==> config.mk <==
export PLATFORM = sky130hd
export DESIGN_NAME = wca_ctrl
export DESIGN_NICKNAME = d
export VERILOG_FILES = /design/src/hdl/assert_macros.svh /design/src/hdl/wca_pkg.sv /design/src/hdl/wca_ctrl.sv
export SDC_FILE = /design/constraint.sdc
export NUM_CORES = 1
export LEC_CHECK = 0
export ABC_AREA = 1
export BUFFER_PORTS_ARGS = -buffer_cell sky130_fd_sc_hd__buf_2
export CAP_MARGIN = 20
export CORE_AREA = 2 2 39 41
export CTS_CLUSTER_DIAMETER = 120
export DETAILED_ROUTE_END_ITERATION = 8
export DIE_AREA = 0 0 41 43
export PLACE_DENSITY = 0.73
export SLEW_MARGIN = 40
export SYNTH_ARGS = -nofsm -noshare
export SYNTH_HDL_FRONTEND = slang
export SYNTH_SLANG_ARGS = --single-unit
==> constraint.sdc <==
create_clock -name clock -period 2.5 [get_ports clock]
set_clock_uncertainty 0.15 [all_clocks]
set_input_delay 0.125 -clock clock [delete_from_list [all_inputs] [get_ports clock]]
set_output_delay 0.125 -clock clock [all_outputs]
set_load 0.05 [all_outputs]
==> src/hdl/assert_macros.svh <==
// Assertion macros shared by the RTL.
// No dependencies.
`ifndef ASSERT_MACROS_SVH
`define ASSERT_MACROS_SVH
// Implication checked on every clock edge outside reset.
`define ASSERT_IMPL(label, clk, rst, prop, msg) \
   label: assert property (@(posedge clk) disable iff (rst) prop) else $error(msg);
// Implication checked on every clock edge, reset included.
`define ASSERT_ALWAYS(label, clk, prop, msg) \
   label: assert property (@(posedge clk) prop) else $error(msg);
`endif

==> src/hdl/wca_pkg.sv <==
// Shared types and constants for the weighted centroid accumulator.
// No dependencies.
package wca_pkg;
   localparam int ENTRIES = 256;
   localparam int IDX_W = (ENTRIES > 1) ? $clog2(ENTRIES) : 1;
   localparam int SUM_W = 48;
   localparam int WSUM_W = 32;
   localparam int QUO_W = 17;

   localparam logic [1:0] CMD_CLEAR = 2'd0;
   localparam logic [1:0] CMD_ACCUM = 2'd1;
   localparam logic [1:0] CMD_FINAL = 2'd2;

   typedef struct packed {
      logic [1:0]  command;
      logic [7:0]  entry;
      logic [15:0] alpha_in;
      logic [15:0] red_in;
      logic [15:0] green_in;
      logic [15:0] blue_in;
      logic [15:0] weight;
   } req_type;

   typedef struct packed {
      logic [7:0]  entry_out;
      logic [15:0] alpha_out;
      logic [15:0] red_out;
      logic [15:0] green_out;
      logic [15:0] blue_out;
      logic [31:0] popularity;
      logic        has_members;
   } rsp_type;

   // Controller to datapath
   typedef struct packed {
      logic load;       // capture request
      logic clr_step;   // clear entry at clear counter
      logic rd;         // read entry
      logic add_wr;     // write accumulated sums
      logic div_step;   // one quotient bit
      logic rsp_load;   // form result
   } cmd_type;

   // Datapath to controller
   typedef struct packed {
      logic clr_last;
      logic div_last;
   } sts_type;
endpackage

==> src/hdl/wca_ctrl.sv <==
// Controller state machine of the weighted centroid accumulator.
// Depends on wca_pkg.
module wca_ctrl import wca_pkg::*; (
   input  logic    clock,
   input  logic    reset,
   input  logic    req_valid,
   output logic    req_stall,
   input  logic [1:0] req_command,
   output logic    rsp_valid,
   input  logic    rsp_stall,
   output cmd_type cmd,
   input  sts_type sts
);
   typedef enum logic [7:0] {
      ST_CLEAR = 8'b00000001,
      ST_IDLE  = 8'b00000010,
      ST_READ  = 8'b00000100,
      ST_ADD   = 8'b00001000,
      ST_FREAD = 8'b00010000,
      ST_DIV   = 8'b00100000,
      ST_DONE  = 8'b01000000
   } state_type;

   state_type state_ff, state_in;
   logic rsp_valid_ff, rsp_valid_in;
   logic accept;

   assign req_stall = (state_ff != ST_IDLE);
   assign accept = req_valid && !req_stall;
   assign rsp_valid = rsp_valid_ff;

   // Sequence one request
   always_comb begin
      state_in = state_ff;
      rsp_valid_in = rsp_valid_ff && rsp_stall;
      cmd = '0;
      case (state_ff)
         ST_CLEAR: begin
            cmd.clr_step = 1'b1;
            if (sts.clr_last) state_in = ST_IDLE;
         end
         ST_IDLE: begin
            if (accept) begin
               cmd.load = 1'b1;
               case (req_command)
                  CMD_CLEAR: state_in = ST_CLEAR;
                  CMD_ACCUM: state_in = ST_READ;
                  CMD_FINAL: state_in = ST_FREAD;
                  default:   state_in = ST_IDLE;
               endcase
            end
         end
         ST_READ: begin
            cmd.rd = 1'b1;
            state_in = ST_ADD;
         end
         ST_ADD: begin
            cmd.add_wr = 1'b1;
            state_in = ST_IDLE;
         end
         ST_FREAD: begin
            cmd.rd = 1'b1;
            state_in = ST_DIV;
         end
         ST_DIV: begin
            // first cycle of this state loads the dividers from read data
            cmd.div_step = 1'b1;
            if (sts.div_last) state_in = ST_DONE;
         end
         ST_DONE: begin
            if (!rsp_valid_ff || !rsp_stall) begin
               cmd.rsp_load = 1'b1;
               rsp_valid_in = 1'b1;
               state_in = ST_IDLE;
            end
         end
         default: state_in = ST_IDLE;
      endcase
   end

   always_ff @(posedge clock) begin
      if (reset) begin
         state_ff <= ST_CLEAR;
         rsp_valid_ff <= 1'b0;
      end else begin
         state_ff <= state_in;
         rsp_valid_ff <= rsp_valid_in;
      end
   end
endmodule

==> flow_metrics.env <==
export IMPL_clkSlewWorstSetupHoldPaths_ns=0.05
export IMPL_syn_nets=96
export IMPL_powerDensity_nw_per_um2=506
export IMPL_avgRoutedWirePerCell_um=9.39
export IMPL_pwr_share_seq_pct=40.3
export IMPL_post_drt_via_cell_ratio=4.69
export IMPL_initial_utilization_pct=40.3
export IMPL_drt_wl_total_mm=1.16
export IMPL_p_sw_share_pct=36.0
export IMPL_cp_end_kind="primary output"
export IMPL_grt_start_max_net_pins=7
export IMPL_cp_arrival_ns=1.43
export IMPL_synthToLayoutAreaGrowth_pct=23.3
export IMPL_final_setup_viol_count=0
export IMPL_diodes=0
export IMPL_nets=117
export IMPL_tightest_slew_ns=0.250
export IMPL_hpwl_mm=1.01
export IMPL_final_cell_mix="nor2_1, buf_2, nand3_1, nand2_1, inv_1"
export IMPL_antenna_found_initial=0
export IMPL_postCtsSetupBuffers=0
export IMPL_yosysUniqueCellTypes=17
export IMPL_grt_overflow=0
export IMPL_coreArea_um2=1380
export IMPL_p_int_mw=0.223
export IMPL_die_area_um2=1760
export IMPL_portBuffers=15
export IMPL_post_route_period_util_pct=68.2
export IMPL_post_cts_resized=0
export IMPL_hold_violations=0
export IMPL_layout_commonest_cell="nor2_1"
export IMPL_first_global_vias=510
export IMPL_fp_dieW_um=41
export IMPL_outcome="complete, no violations"
export IMPL_power_switching_mw=0.125
export IMPL_min_path_type="in2reg"
export IMPL_p_clk_share_pct=28.0
export IMPL_cts_root_buffer="clkbuf_4"
export IMPL_power_leakage_nw=0.367
export IMPL_cp_max_fo=5
export IMPL_row_count=14
export IMPL_synthCells=88
export IMPL_synth_seq_cells=8
export IMPL_drt_pass1_iterations=4
export IMPL_cts_tree="yes"
export IMPL_fin_tns_setup_ns=0
export IMPL_vias=577
export IMPL_worst_ir_drop_vdd_mv=0.269
export IMPL_power_frac_comb_pct=31.7
export IMPL_htreeDepth=1
export IMPL_drt_drc_violations_left=0
export IMPL_hold_slack_ns=0.0235
export IMPL_clock_path_buffers=2
export IMPL_drive_gt1_share_pct=37.4
export IMPL_grt_pass1_wl_mm=1.89
export IMPL_place_congestion=0.760
export IMPL_yosys_warnings=0
export IMPL_rsz0062_at_grt="no"
export IMPL_ys_seq_area_share_pct=28.7
export IMPL_startpoint_type="register"
export IMPL_avgSynthCellArea_um2=6.34
export IMPL_holdBufCountCts=2
export IMPL_syn_area_um2=558
export IMPL_insertion_delay_ns=0.26
export IMPL_post_route_min_period_ns=1.70
export IMPL_crit_type="reg2out"
export IMPL_grt_use_total_pct=16.3
export IMPL_ant_nets=0
export IMPL_relSlewSlack_pct=83.5
export IMPL_numCtsBuffers=3
export IMPL_pin_count=16
export IMPL_slew_viol_final=0
export IMPL_drt_initial_drc_count=5
export IMPL_fmax_mhz=587
export IMPL_cts_sinks=8
export IMPL_cp_required_ns=2.23
export IMPL_maxCapViolations=0
export IMPL_die_y_um=43
-- per-stage QoR --
step                      power [mW]  instance area, um^2  setup slack (ns)  utilization, %  instances
after floorplan                0.227                  558             0.254               -         88
after global placement         0.250                  646              1.10            46.7        118
after detailed placement       0.252                  646              1.06            46.7        118
after CTS                      0.355                  688             0.777            49.7        123
after global routing           0.370                  688             0.687            49.7        123
final                          0.348                  688             0.795            49.7        123
-- synthesized netlist by cell type (all sizes together) --
library cell | n | area (um^2)
a21oi | 2 | 10.0
buf | 1 | 7.51
dfxtp | 8 | 160
inv | 18 | 70.1
nand2 | 16 | 72.6
nand3 | 14 | 85.1
nor2 | 23 | 111
nor3 | 3 | 25.0
nor4 | 1 | 6.26
o21ai | 2 | 10.0
-- power by group through the flow --
| stage | sequential (mW) | combinational [mW] | clock (mW) |
|---|---|---|---|
| final | 0.140 | 0.110 | 0.0976 |
| after global routing | 0.142 | 0.122 | 0.106 |
| after CTS | 0.140 | 0.112 | 0.103 |
| after detailed placement | 0.143 | 0.109 | 0 |
| after global placement | 0.143 | 0.108 | 0 |
| after floorplan | 0.143 | 0.0835 | 0 |
-- per-layer routing --
layer / track usage [%] / share of wire [%] / wire length [um] / vias up
li1: - / - / - / 311
met1: 17.5 / 44 / 504 / 249
met2: 27.2 / 49 / 569 / 14
met3: 1.57 / 4.2 / 49 / 3
met4: 12.0 / 2.8 / 32 / 0
met5: 0 / 0 / 0 / -
-- critical path: stages (launching register included) --
cell,delay [ns]
dfxtp_1,0.33
nor2_1,0.15
nand3_1,0.13
nor2_4,0.14
inv_1,0.09
nor2_1,0.08
buf_2,0.26
-- sequential cells by signal, indices dropped and copies added, names as in the netlist --
signal	flops
rsp_valid	1
state_ff	7
-- worst paths after layout --
| kind | from | endpoint | slack [ns] | cells after the start |
|---|---|---|---|---|
| min | sts[0] | state_ff[5]$_SDFFE_PP0P_ | 0.02 | 4 |
| max | state_ff[2]$_SDFFE_PP0P_ | cmd[5] | 0.80 | 6 |
| max reg2reg | state_ff[1]$_SDFFE_PP0P_ | state_ff[1]$_SDFFE_PP0P_ | 1.14 | 8 |
| min reg2reg | rsp_valid$_SDFF_PP0_ | rsp_valid$_SDFF_PP0_ | 0.34 | 2 |
-- area by class of cell --
cell class	count	area [um^2]
fillers	144	696
well taps	16	20.0
multi-input cells	61	320
inverters	18	70.1
repair buffers	17	95.1
flip-flops and latches	8	160
clock buffers	3	22.5
-- logic make-up after synthesis --
| kind of cell | after synthesis | share of synthesized area, % |
|---|---|---|
| DFF | 8 | 28.7 |
| and+or+nand+nor | 57 | 53.8 |
| buffers and inverters | 19 | 13.9 |
| AOI/OAI and AO/OA | 4 | 3.59 |
(Power assumes the default switching activity.)
